==> config.mk <==
export PLATFORM = sky130hd
export DESIGN_NAME = addressable_led_pulse_encoder
export DESIGN_NICKNAME = d
export VERILOG_FILES = /design/src/hw/rtl/alpe_pkg.sv /design/src/hw/rtl/addressable_led_pulse_encoder.sv /design/src/hw/rtl/alpe_ram.sv /design/src/hw/rtl/alpe_ctrl.sv /design/src/hw/rtl/alpe_dp.sv
export SDC_FILE = /design/constraint.sdc
export NUM_CORES = 2
export LEC_CHECK = 0
export ABC_CLOCK_PERIOD_IN_PS = 10700
export BUFFER_PORTS_ARGS = -buffer_cell sky130_fd_sc_hd__buf_2
export CAP_MARGIN = 20
export CORE_MARGIN = 5
export CORE_UTILIZATION = 40
export DETAILED_ROUTE_END_ITERATION = 12
export SLEW_MARGIN = 20
export SYNTH_ARGS = -nofsm -noshare
export SYNTH_HDL_FRONTEND = slang
export SYNTH_HIERARCHICAL = 1
export SYNTH_SLANG_ARGS = --single-unit
==> constraint.sdc <==
create_clock -name clk -period 10.7 [get_ports clk]
set_input_delay 0.535 -clock clk [delete_from_list [all_inputs] [get_ports clk]]
set_output_delay 0.535 -clock clk [all_outputs]
set_load 0.05 [all_outputs]
==> src/hw/rtl/alpe_pkg.sv <==
// alpe_pkg: shared constants, register codes, state and command types
// for the addressable LED pulse encoder. No dependencies.
package alpe_pkg;

  localparam int PIXELS     = 64;
  localparam int FRAME_BITS = PIXELS * 24;
  localparam int PIX_W      = (PIXELS > 1) ? $clog2(PIXELS) : 1;
  localparam int BP_W       = $clog2(FRAME_BITS);
  localparam int CFG_IDX_W  = 3;
  localparam int CFG_DATA_W = 24;

  localparam logic [23:0] HIGH_ONE_RESET  = 24'd200000;
  localparam logic [23:0] HIGH_ZERO_RESET = 24'd100000;
  localparam logic [23:0] PERIOD_RESET    = 24'd300000;
  localparam logic [23:0] REFRESH_RESET   = 24'd4000000;
  localparam logic [23:0] ENABLE_MASK     = 24'h000001;

  localparam logic OP_WRITE = 1'b0;
  localparam logic OP_TICK  = 1'b1;

  typedef enum logic [CFG_IDX_W-1:0] {
    CFG_ENABLE    = 3'd0,
    CFG_HIGH_ONE  = 3'd1,
    CFG_HIGH_ZERO = 3'd2,
    CFG_PERIOD    = 3'd3,
    CFG_REFRESH   = 3'd4
  } cfg_reg_t;

  typedef enum logic [3:0] {
    ST_IDLE   = 4'b0001,
    ST_UPDATE = 4'b0010,
    ST_READ   = 4'b0100,
    ST_RESULT = 4'b1000
  } state_t;

  typedef struct packed {
    logic latch_in;
    logic update;
    logic read;
    logic load_out;
  } dp_cmd_t;

endpackage

==> src/hw/rtl/addressable_led_pulse_encoder.sv <==
// addressable_led_pulse_encoder: top level of the one-wire LED chain pulse encoder.
// Depends on alpe_pkg, alpe_ctrl, alpe_dp (and alpe_ram through alpe_dp).
//
//  channel  | handshake                | payload
//  ---------+--------------------------+------------------------------------------
//  in       | in_valid / in_stall      | operation, pixel_index, red, green, blue
//  out      | out_valid / out_stall    | line_level, bit_number, in_gap, frame_done
//  cfg      | cfg_valid / cfg_ready    | cfg_index, cfg_data
//
// each item passes the steps accept, counter and bank update, frame bank read,
// result load in turn; a new item is taken only once the last one is loaded into the result register
// the result register holds while out_stall is high; the next item is taken
// meanwhile, and its result waits in the last step until the register frees
// synchronous active high reset; pixel and frame stores read as zero after reset
// cfg_ready is always high
module addressable_led_pulse_encoder (
  input  logic                            clk,
  input  logic                            rst,
  input  logic                            in_valid,
  output logic                            in_stall,
  input  logic                            operation,
  input  logic [5:0]                      pixel_index,
  input  logic [7:0]                      red,
  input  logic [7:0]                      green,
  input  logic [7:0]                      blue,
  output logic                            out_valid,
  input  logic                            out_stall,
  output logic                            line_level,
  output logic [10:0]                     bit_number,
  output logic                            in_gap,
  output logic                            frame_done,
  input  logic                            cfg_valid,
  output logic                            cfg_ready,
  input  logic [alpe_pkg::CFG_IDX_W-1:0]  cfg_index,
  input  logic [alpe_pkg::CFG_DATA_W-1:0] cfg_data
);
  import alpe_pkg::*;

  dp_cmd_t cmd;

  alpe_ctrl u_ctrl (
    .clk      (clk),
    .rst      (rst),
    .in_valid (in_valid),
    .in_stall (in_stall),
    .out_valid(out_valid),
    .out_stall(out_stall),
    .cmd      (cmd)
  );

  alpe_dp u_dp (
    .clk        (clk),
    .rst        (rst),
    .cmd        (cmd),
    .operation  (operation),
    .pixel_index(pixel_index),
    .red        (red),
    .green      (green),
    .blue       (blue),
    .line_level (line_level),
    .bit_number (bit_number),
    .in_gap     (in_gap),
    .frame_done (frame_done),
    .cfg_valid  (cfg_valid),
    .cfg_ready  (cfg_ready),
    .cfg_index  (cfg_index),
    .cfg_data   (cfg_data)
  );

endmodule

==> src/hw/rtl/alpe_ram.sv <==
// alpe_ram: generic single write port, single read port RAM with registered read.
// No dependencies.
module alpe_ram #(
  parameter int WIDTH = 24,
  parameter int DEPTH = 64
) (
  input  logic                                        clk,
  input  logic                                        we,
  input  logic [((DEPTH > 1) ? $clog2(DEPTH) : 1)-1:0] waddr,
  input  logic [WIDTH-1:0]                            wdata,
  input  logic                                        re,
  input  logic [((DEPTH > 1) ? $clog2(DEPTH) : 1)-1:0] raddr,
  output logic [WIDTH-1:0]                            rdata
);

  logic [WIDTH-1:0] mem [DEPTH];

  always_ff @(posedge clk) begin
    if (we) begin
      mem[waddr] <= wdata;
    end
    if (re) begin
      rdata <= mem[raddr];
    end
  end

endmodule

==> src/hw/rtl/alpe_ctrl.sv <==
// alpe_ctrl: item sequencing state machine and output handshake.
// Depends on alpe_pkg.
module alpe_ctrl (
  input  logic              clk,
  input  logic              rst,
  input  logic              in_valid,
  output logic              in_stall,
  output logic              out_valid,
  input  logic              out_stall,
  output alpe_pkg::dp_cmd_t cmd
);
  import alpe_pkg::*;

  state_t state;
  state_t state_next;
  logic   out_free;

  assign out_free = !out_valid || !out_stall;
  assign in_stall = (state != ST_IDLE);

  always_comb begin
    state_next   = state;
    cmd          = '0;
    case (state)
      ST_IDLE: begin
        cmd.latch_in = in_valid;
        if (in_valid) begin
          state_next = ST_UPDATE;
        end
      end
      ST_UPDATE: begin
        cmd.update = 1'b1;
        state_next = ST_READ;
      end
      ST_READ: begin
        cmd.read   = 1'b1;
        state_next = ST_RESULT;
      end
      ST_RESULT: begin
        if (out_free) begin
          cmd.load_out = 1'b1;
          state_next   = ST_IDLE;
        end
      end
      default: begin
        state_next = ST_IDLE;
      end
    endcase
  end

  always_ff @(posedge clk) begin
    if (rst) begin
      state     <= ST_IDLE;
      out_valid <= 1'b0;
    end else begin
      state <= state_next;
      if (cmd.load_out) begin
        out_valid <= 1'b1;
      end else if (!out_stall) begin
        out_valid <= 1'b0;
      end
    end
  end

endmodule

==> src/hw/rtl/alpe_dp.sv <==
// alpe_dp: configuration registers, pixel and frame banks, bit sequencer
// counters and result register. Depends on alpe_pkg and alpe_ram.
module alpe_dp (
  input  logic                                clk,
  input  logic                                rst,
  input  alpe_pkg::dp_cmd_t                   cmd,
  input  logic                                operation,
  input  logic [5:0]                          pixel_index,
  input  logic [7:0]                          red,
  input  logic [7:0]                          green,
  input  logic [7:0]                          blue,
  output logic                                line_level,
  output logic [10:0]                         bit_number,
  output logic                                in_gap,
  output logic                                frame_done,
  input  logic                                cfg_valid,
  output logic                                cfg_ready,
  input  logic [alpe_pkg::CFG_IDX_W-1:0]      cfg_index,
  input  logic [alpe_pkg::CFG_DATA_W-1:0]     cfg_data
);
  import alpe_pkg::*;

  // configuration
  logic        enable;
  logic [23:0] high_one;
  logic [23:0] high_zero;
  logic [23:0] period;
  logic [23:0] refresh;

  // latched item
  logic        op_q;
  logic [5:0]  idx_q;
  logic [23:0] color_q;

  // bank bookkeeping: cur holds the bank with the latest pixel, fsel the frame bank
  logic [PIXELS-1:0] cur;
  logic [PIXELS-1:0] cur_next;
  logic [PIXELS-1:0] fsel;
  logic [PIXELS-1:0] v0;
  logic [PIXELS-1:0] v1;

  // sequencer
  logic [23:0]     tick;
  logic [BP_W-1:0] bp;
  logic [PIX_W-1:0] pix;
  logic [4:0]      bpos;
  logic            gap;
  logic            done_q;
  logic            sel_q;
  logic            vld_q;

  logic [PIX_W+5:0] idx_wide;
  logic [PIX_W-1:0] waddr;
  logic             in_range;
  logic             wr_en;
  logic             wbank;
  logic [23:0]      tick_inc;
  logic             gap_end;
  logic             per_end;
  logic             last_bit;
  logic             last_pos;
  logic [23:0]      rdata0;
  logic [23:0]      rdata1;
  logic [23:0]      word;
  logic             bit_val;
  logic [23:0]      high_time;
  logic             line_next;
  logic [BP_W+10:0] bp_wide;

  assign cfg_ready = 1'b1;

  assign idx_wide = (PIX_W + 6)'(idx_q);
  assign waddr    = idx_wide[PIX_W-1:0];
  assign in_range = idx_wide < (PIX_W + 6)'(PIXELS);
  assign wr_en    = cmd.update && (op_q == OP_WRITE) && in_range;
  assign wbank    = ~fsel[waddr];

  always_comb begin
    cur_next = cur;
    if (wr_en) begin
      cur_next[waddr] = wbank;
    end
  end

  assign tick_inc = tick + 24'd1;
  assign gap_end  = (tick_inc >= refresh) || (tick_inc == 24'd0);
  assign per_end  = (tick_inc >= period) || (tick_inc == 24'd0);
  assign last_bit = (bp == BP_W'(FRAME_BITS - 1));
  assign last_pos = (bpos == 5'd23);

  alpe_ram #(.WIDTH(24), .DEPTH(PIXELS)) u_bank0 (
    .clk  (clk),
    .we   (wr_en && !wbank),
    .waddr(waddr),
    .wdata(color_q),
    .re   (cmd.read),
    .raddr(pix),
    .rdata(rdata0)
  );

  alpe_ram #(.WIDTH(24), .DEPTH(PIXELS)) u_bank1 (
    .clk  (clk),
    .we   (wr_en && wbank),
    .waddr(waddr),
    .wdata(color_q),
    .re   (cmd.read),
    .raddr(pix),
    .rdata(rdata1)
  );

  assign word      = sel_q ? rdata1 : rdata0;
  assign bit_val   = vld_q && word[5'd23 - bpos];
  assign high_time = bit_val ? high_one : high_zero;
  assign line_next = enable && !gap && (tick < high_time);
  assign bp_wide   = (BP_W + 11)'(bp);

  always_ff @(posedge clk) begin
    if (rst) begin
      enable    <= 1'b0;
      high_one  <= HIGH_ONE_RESET;
      high_zero <= HIGH_ZERO_RESET;
      period    <= PERIOD_RESET;
      refresh   <= REFRESH_RESET;
      cur       <= '0;
      fsel      <= '0;
      v0        <= '0;
      v1        <= '0;
      tick      <= '0;
      bp        <= '0;
      pix       <= '0;
      bpos      <= '0;
      gap       <= 1'b1;
      done_q    <= 1'b0;
      sel_q     <= 1'b0;
      vld_q     <= 1'b0;
    end else begin
      if (cfg_valid && cfg_ready) begin
        case (cfg_reg_t'(cfg_index))
          CFG_ENABLE:    enable    <= |(cfg_data & ENABLE_MASK);
          CFG_HIGH_ONE:  high_one  <= cfg_data;
          CFG_HIGH_ZERO: high_zero <= cfg_data;
          CFG_PERIOD:    period    <= cfg_data;
          CFG_REFRESH:   refresh   <= cfg_data;
          default: begin
          end
        endcase
      end

      if (cmd.update) begin
        done_q <= 1'b0;
        cur    <= cur_next;
        if (wr_en) begin
          if (wbank) begin
            v1[waddr] <= 1'b1;
          end else begin
            v0[waddr] <= 1'b1;
          end
        end
        if (!enable) begin
          gap  <= 1'b1;
          tick <= '0;
          bp   <= '0;
          pix  <= '0;
          bpos <= '0;
        end else if (op_q == OP_TICK) begin
          if (gap) begin
            if (gap_end) begin
              // snapshot of the pixel store becomes the frame
              fsel <= cur_next;
              gap  <= 1'b0;
              tick <= '0;
              bp   <= '0;
              pix  <= '0;
              bpos <= '0;
            end else begin
              tick <= tick_inc;
            end
          end else if (per_end) begin
            tick <= '0;
            if (last_bit) begin
              done_q <= 1'b1;
              gap    <= 1'b1;
              bp     <= '0;
              pix    <= '0;
              bpos   <= '0;
            end else begin
              bp <= bp + BP_W'(1);
              if (last_pos) begin
                bpos <= '0;
                pix  <= pix + PIX_W'(1);
              end else begin
                bpos <= bpos + 5'd1;
              end
            end
          end else begin
            tick <= tick_inc;
          end
        end
      end

      if (cmd.read) begin
        sel_q <= fsel[pix];
        vld_q <= fsel[pix] ? v1[pix] : v0[pix];
      end
    end
  end

  always_ff @(posedge clk) begin
    if (cmd.latch_in) begin
      op_q    <= operation;
      idx_q   <= pixel_index;
      color_q <= {green, red, blue};
    end
    if (cmd.load_out) begin
      line_level <= line_next;
      bit_number <= gap ? 11'd0 : bp_wide[10:0];
      in_gap     <= gap;
      frame_done <= done_q;
    end
  end

endmodule

**Word-level counts from Yosys, hierarchy flattened**

Memory sizes are Yosys's and may differ from the RTL's. A register that Yosys moved wholly into a read port is not among the register bits.
Index checks and enable logic that the tools add are counted.

- Flip-flop bits (word level): 453
- Input bits: 63
- Memories kept: 2
- RAM bits: 3,072

Memories:

| memory | words | bits a word | rd ports | clocked after Yosys merged registers in | wr ports | RTL line | source |
|---|---|---|---|---|---|---|---|
| u_dp.u_bank0.mem | 64 | 24 | 1 | 1 | 1 | alpe_ram.sv:16 | `logic [WIDTH-1:0] mem [DEPTH];` |
| u_dp.u_bank1.mem | 64 | 24 | 1 | 1 | 1 | alpe_ram.sv:16 |  |

- $lt $le $gt $ge: 8
- Reduce and logical (&&, ||, !) cells: 28
- Bitwise gates (word level): 4
- Muxes and demuxes: 65
- Equal/unequal tests: 18
- Add/subtract/negate cells: 5

Operators with widths:

| kind | count |
|---|---|
| two-way mux 24 bit | 7 |
| bitwise OR 64 bit | 2 |
| two-way mux 11 bit | 6 |
| bitwise mux 64 bit | 1 |
| two-way mux 64 bit | 1 |
| >= comparator 24 bit | 2 |
| two-way mux 6 bit | 7 |
| two-way mux 5 bit | 7 |
| two-way mux 1 bit | 27 |
| adder 24 x 1 -> 24 bit, second input constant | 1 |
| binary-select mux 1 bit (select 6 bit) | 4 |
| zero test 24 bit | 1 |
| < comparator 24 bit | 1 |
| < comparator 6 x 7 -> 1 bit, second input constant | 3 |
| one-hot mux 4 bit (4 select lines) | 1 |
| AND reduction 2 bit | 7 |
| adder 11 x 1 -> 11 bit, second input constant | 1 |
| == test 11 bit, second input constant | 1 |
| AND reduction 5 bit | 2 |
| logical AND 1 bit | 8 |
| two-way mux 4 bit | 2 |
| adder 6 x 1 -> 6 bit, second input constant | 1 |
| demux 1 bit (select 6 bit) | 1 |
| == test 3 x 2 -> 1 bit, second input constant | 2 |
| other kinds (23) | 32 |

**Depth between registers and ports, before layout**

- Depth in word-level cells: 7
- Gate-level depth with buffers: 19
- Gate-level depth less buffers: 17

**By module**

The synthesis kept the hierarchy.

By module, submodules not included:

| module | area each (um2) | cells an instance | instances |
|---|---|---|---|
| alpe_ram (u_dp.u_bank0) | 59,570.9 | 2,611 | 1 |
| alpe_ram (u_dp.u_bank1) | 59,535.8 | 2,610 | 1 |
| alpe_dp | 20,985.1 | 2,289 | 1 |
| alpe_ctrl | 227.7 | 25 | 1 |

**Worst setup path after synthesis**

Ideal clock, no wire load.

- Path type: register to register
- From: register u_dp.idx_q[0]
- To: memory u_dp.u_bank1.mem[48][0] (enable)
- Library setup time: 0.435 ns
- Path buffers: 4
- Arrival time: 4.739 ns
- Stages on the path, launching flop included: 15
- Path slack: 5.526 ns
- Clock period less this slack: 5.174 ns
- Path through: edfxtp_1 > clkbuf_1 > nor2b_1 > and2_1 > clkbuf_1 > a222oi_1 > o2111ai_1 > and4b_1 > or3_1 > clkbuf_1 > clkbuf_1 > nor2_1 > nor2b_1 > nand4b_1 > nor3_1

- Word-level cells in the longest chain between the ends: 6
- Elaborated cells between the ends (all ways): 8
- Classes of those cells: order compare (1); mux (4); bitwise (1); reduce/logical (2)

Ends and longest elaborated chain:

| item | RTL line | source |
|---|---|---|
| start, declared | alpe_dp.sv:32 | `logic [5:0] idx_q;` |
| start signal, assigned | alpe_dp.sv:211 | `idx_q <= pixel_index;` |
| binary-select mux 1 bit (select 6 bit) | alpe_dp.sv:76 | `assign wbank = ~fsel[waddr];` |
| two-way mux 1 bit (not written as such) | alpe_dp.sv:76 |  |
| NOT 1 bit | alpe_dp.sv:76 |  |
| logical AND 1 bit | alpe_dp.sv:103 | `.we (wr_en && wbank),` |
| two-way mux 1 bit | alpe_ram.sv:19 | `if (we) begin` |
| two-way mux 1 bit (not written as such) | alpe_ram.sv:20 | `mem[waddr] <= wdata;` |
| end, declared | alpe_ram.sv:16 |  |

Parallel ways exist; a longest one is shown, timed or not. The select of a mux whose other input is x is not followed.

**Worst setup path in the final report**

- From: register u_dp.idx_q[1]
- To: memory u_dp.u_bank1.mem[26][5] (enable)

Same word-level chain as after synthesis.

==> flow_metrics.py <==
metrics = {
    "run_status": {
        "status": "completed",
    },
    "synthesis": {
        "yosys.area_share.xor_xnor_pct": 0.137,
        "yosysMostFrequentCell": "edfxtp_1",
        "synthSimpleGateAreaFrac_pct": 4.11,
        "netlist_top_cells_area": "edfxtp_1 (68%), mux4_2 (13%), dfxtp_1 (5.8%), mux2i_1 (2.1%), nor2_1 (1.3%)",
        "synthMuxAreaShare_pct": 15.5,
        "ys_warn_count": 6,
        "synthDominantCellAreaShare_pct": 67.7,
        "syn_avg_cell_area_um2": 18.6,
        "ys_async_sr_fraction_pct": 0,
        "synth_fp_nets": 7675,
        "synth_edf_count": 3165,
        "synthTopCellsByCount": "edfxtp_1 (3165), mux4_2 (786), nor2_1 (470), dfxtp_1 (408), nand2_1 (362)",
        "synth_compound_area_share_pct": 4.18,
        "syn-cell-area_mm2": 0.140,
        "synth_top_family_by_area": "multiplexers",
        "synth_cell_types": 82,
        "synth.largest_area_cell": "edfxtp_1",
        "syn_inst": 7535,
        "synthFlopType": "edfxtp_1",
        "synth-seq-area-share_pct": 73.6,
        "synth-seq-cells": 3573,
        "synth-adder-area-share_pct": 0.687,
    },
    "route": {
        "antenna_left": 0,
        "dr.pass1.iters": 8,
        "via_count": 74702,
        "drt-initial-drc-count": 8859,
        "route.detailed.drc": 0,
        "wl_per_cell_um": 29.3,
        "wl_um": 373000,
        "via_per_inst": 5.87,
    },
    "layout": {
        "instances_no_fill": 12732,
        "fin_util_pct": 45.6,
        "drive_gt1_share_pct": 23.9,
        "areaGrowthSynthToFinish_pct": 13.7,
        "layout.nets": 7967,
    },
    "critical_path": {
        "r2r-start": "u_dp/idx_q[1]",
        "critical_path_arrival_ns": 6.73,
        "worst-setup-path-type": "register to register",
        "crit_path_max_fanout": 30,
        "reg2reg_depth": 12,
        "cp-end-kind": "register",
        "cp_data_required_time_ns": 11.27,
        "r2r_end": "u_dp/u_bank1/mem[26][5]",
        "rrSetupSlack_ns": 4.54,
        "setup.worst_path.start_class": "register",
        "crit_path_start": "u_dp/idx_q[1]",
    },
    "timing": {
        "fin_crit_ns": 6.16,
        "hold_viol_final": 0,
        "fin_ws_ns": 4.54,
        "grt_setup_unrepaired": "no",
        "fmax_ghz": 0.162,
        "setup_viol": 0,
        "worstMarginPinSlew_ns": 1.16,
        "timing.setup.tns_ns": 0,
        "hold_ws_ns": 0.110,
        "slew_viol_final": 0,
        "clock_skew_ns": 0.0726,
        "slew_headroom_pct": 22.4,
        "fin_crit_sh_pct": 57.6,
    },
    "global_routing": {
        "grt_pass1_wl_um": 535000,
        "grt-ovfl-total": 0,
        "grt_use_total_pct": 20.0,
        "grt_max_degree": 146,
        "antenna_found_initial": 14,
        "grt_pass1_vias": 73514,
    },
    "cts": {
        "cts_setup_buffers": 0,
        "ctsHtreeMaxLevel": 5,
        "cts_buffer_depth": 4,
        "cts-root-buf": "clkbuf_16",
        "path_clk_slew_ns": 0.06,
        "cts_tree": "built",
        "cts.sinks": 3573,
        "cts_buffers": 364,
        "insertion_delay_ns": 0.94,
    },
    "power": {
        "p_leak_nw": 49.1,
        "power.internal_w": 0.0228,
        "power.share.switching_pct": 20.3,
        "combPwrFrac_pct": 1.9,
        "p_switching_w": 0.00582,
        "ir_drop_uv": 122,
        "seq_power_share_pct": 53.2,
        "power.density_mw_per_mm2": 180,
        "power_frac_clock_pct": 44.9,
    },
    "floorplanning": {
        "die_h_um": 602,
        "std_cell_rows": 217,
        "die_w_um": 602,
        "core_mm2": 0.349,
        "die_area_mm2": 0.363,
        "initial_utilization_pct": 40.2,
        "io_pins": 80,
    },
    "hold_path": {
        "min_path_type": "input port to register",
        "hp-start": "rst",
        "whs_path_depth": 2,
        "whs_endpoint": "u_ctrl/state[1]",
    },
    "job": {
        "cap_viol_max_count": 0,
    },
    "placed_design": {
        "post-place-ws_ns": 4.79,
        "gp_congestion": 0.892,
        "port-buffer-count": 78,
        "dpl.hpwl_um": 223000,
        "place_inst": 11997,
    },
}
-- critical path, cell delays in order, from the launching register on --
cell	delay, ns
edfxtp_1	0.70
buf_4	0.46
nor2b_1	0.17
and2_1	0.40
a221oi_1	0.40
nand4_1	0.16
and4b_1	0.29
or3_2	0.49
nor2_1	0.64
nor2b_1	0.38
nand2_1	0.65
nor2_2	0.73
buf_4	0.35
-- worst max-delay path by stage --
| stage | endpoint | cells after the start |
|---|---|---|
| detailed placement | u_dp/u_bank1/mem[26][7] | 12 |
| floorplan | u_dp/u_bank1/mem[48][0] | 14 |
| finish | u_dp/u_bank1/mem[26][5] | 12 |
| global route | u_dp/u_bank1/mem[26][4] | 12 |
| global placement | u_dp/u_bank1/mem[46][4] | 14 |
| CTS | u_dp/u_bank1/mem[26][19] | 12 |
-- through the flow --
step	total power [W]	area [um2]
2_1_floorplan	0.0158	140000
3_3_place_gp	0.0161	147000
3_5_place_dp	0.0161	147000
4_1_cts	0.0289	159000
5_1_grt	0.0295	159000
6_report	0.0286	159000
-- cell type report --
cell class / count / area [um2]
Antenna cell: 8 / 20.0
Clock buffer: 447 / 9790
Clock inverter: 217 / 2270
Fill cell: 29112 / 190000
Inverter: 69 / 260
Multi-Input combinational cell: 3418 / 34900
Sequential cell: 3573 / 103000
Tap cell: 4599 / 5750
Timing Repair Buffer: 401 / 3230
-- cells by family (layout without fill, tap and decap cells) --
logic type	count (synthesis)	after routing
XOR/XNOR	22	22
buffers and inverters	544	1134
flip-flops	3573	3573
AO/OA/AOI/OAI	866	866
other	1	9
adder cells (fa/ha/maj)	77	77
AND/OR/NAND/NOR	1275	1275
multiplexers	1177	1177
-- placed cells by master, fill, tap and decap left out, types with 99 or more instances in the layout --
cell	instances
a31oi_1	108
a22oi_1	99
nor2_2	129
mux4_2	786
nor2_1	341
buf_4	244
a21oi_1	186
dfxtp_1	401
nand3_1	168
clkbuf_16	374
edfxtp_1	3165
mux2i_1	300
a221oi_1	107
nand2_1	362
-- per-layer routing --
layer  global-route usage, %  routed length [um]  up-vias
li1                        -                   -    31226
met1                    28.9              156000    39576
met2                    31.5              176000     3342
met3                    3.71               30700      550
met4                    5.30               10600        8
met5                       0                  55        -
-- power by group through the flow --
stage / clock network (W) / registers (W) / logic (W)
detailed placement: 0 / 0.0155 / 0.000527
finish: 0.0128 / 0.0153 / 0.000543
global placement: 0 / 0.0155 / 0.000507
global route: 0.0137 / 0.0152 / 0.000575
floorplan: 0 / 0.0157 / 0.000110
CTS: 0.0131 / 0.0153 / 0.000546
-- flip-flops by register name (all words and copies together), names as in the netlist, 11 cells and up --
signal and count:
u_dp/tick 24, u_dp/u_bank1/mem 1536, u_dp/v0 64, u_dp/fsel 64, u_dp/v1 64, u_dp/bit_number 11
u_dp/cur 64, u_dp/u_bank1/rdata 24, u_dp/u_bank0/mem 1536, u_dp/high_zero 24, u_dp/high_one 24, u_dp/u_bank0/rdata 24
u_dp/bp 11, u_dp/period 24, u_dp/refresh 24, u_dp/color_q 24
-- what timing repair did --
| action | CTS | global route |
|---|---|---|
| resized for setup | 0 | 0 |
| endpoints found under the hold margin | 132 | 0 |
| hold buffers | 60 | 0 |
| setup endpoints to repair | 0 | 0 |
No activity file was read; power rests on OpenSTA's default activity.
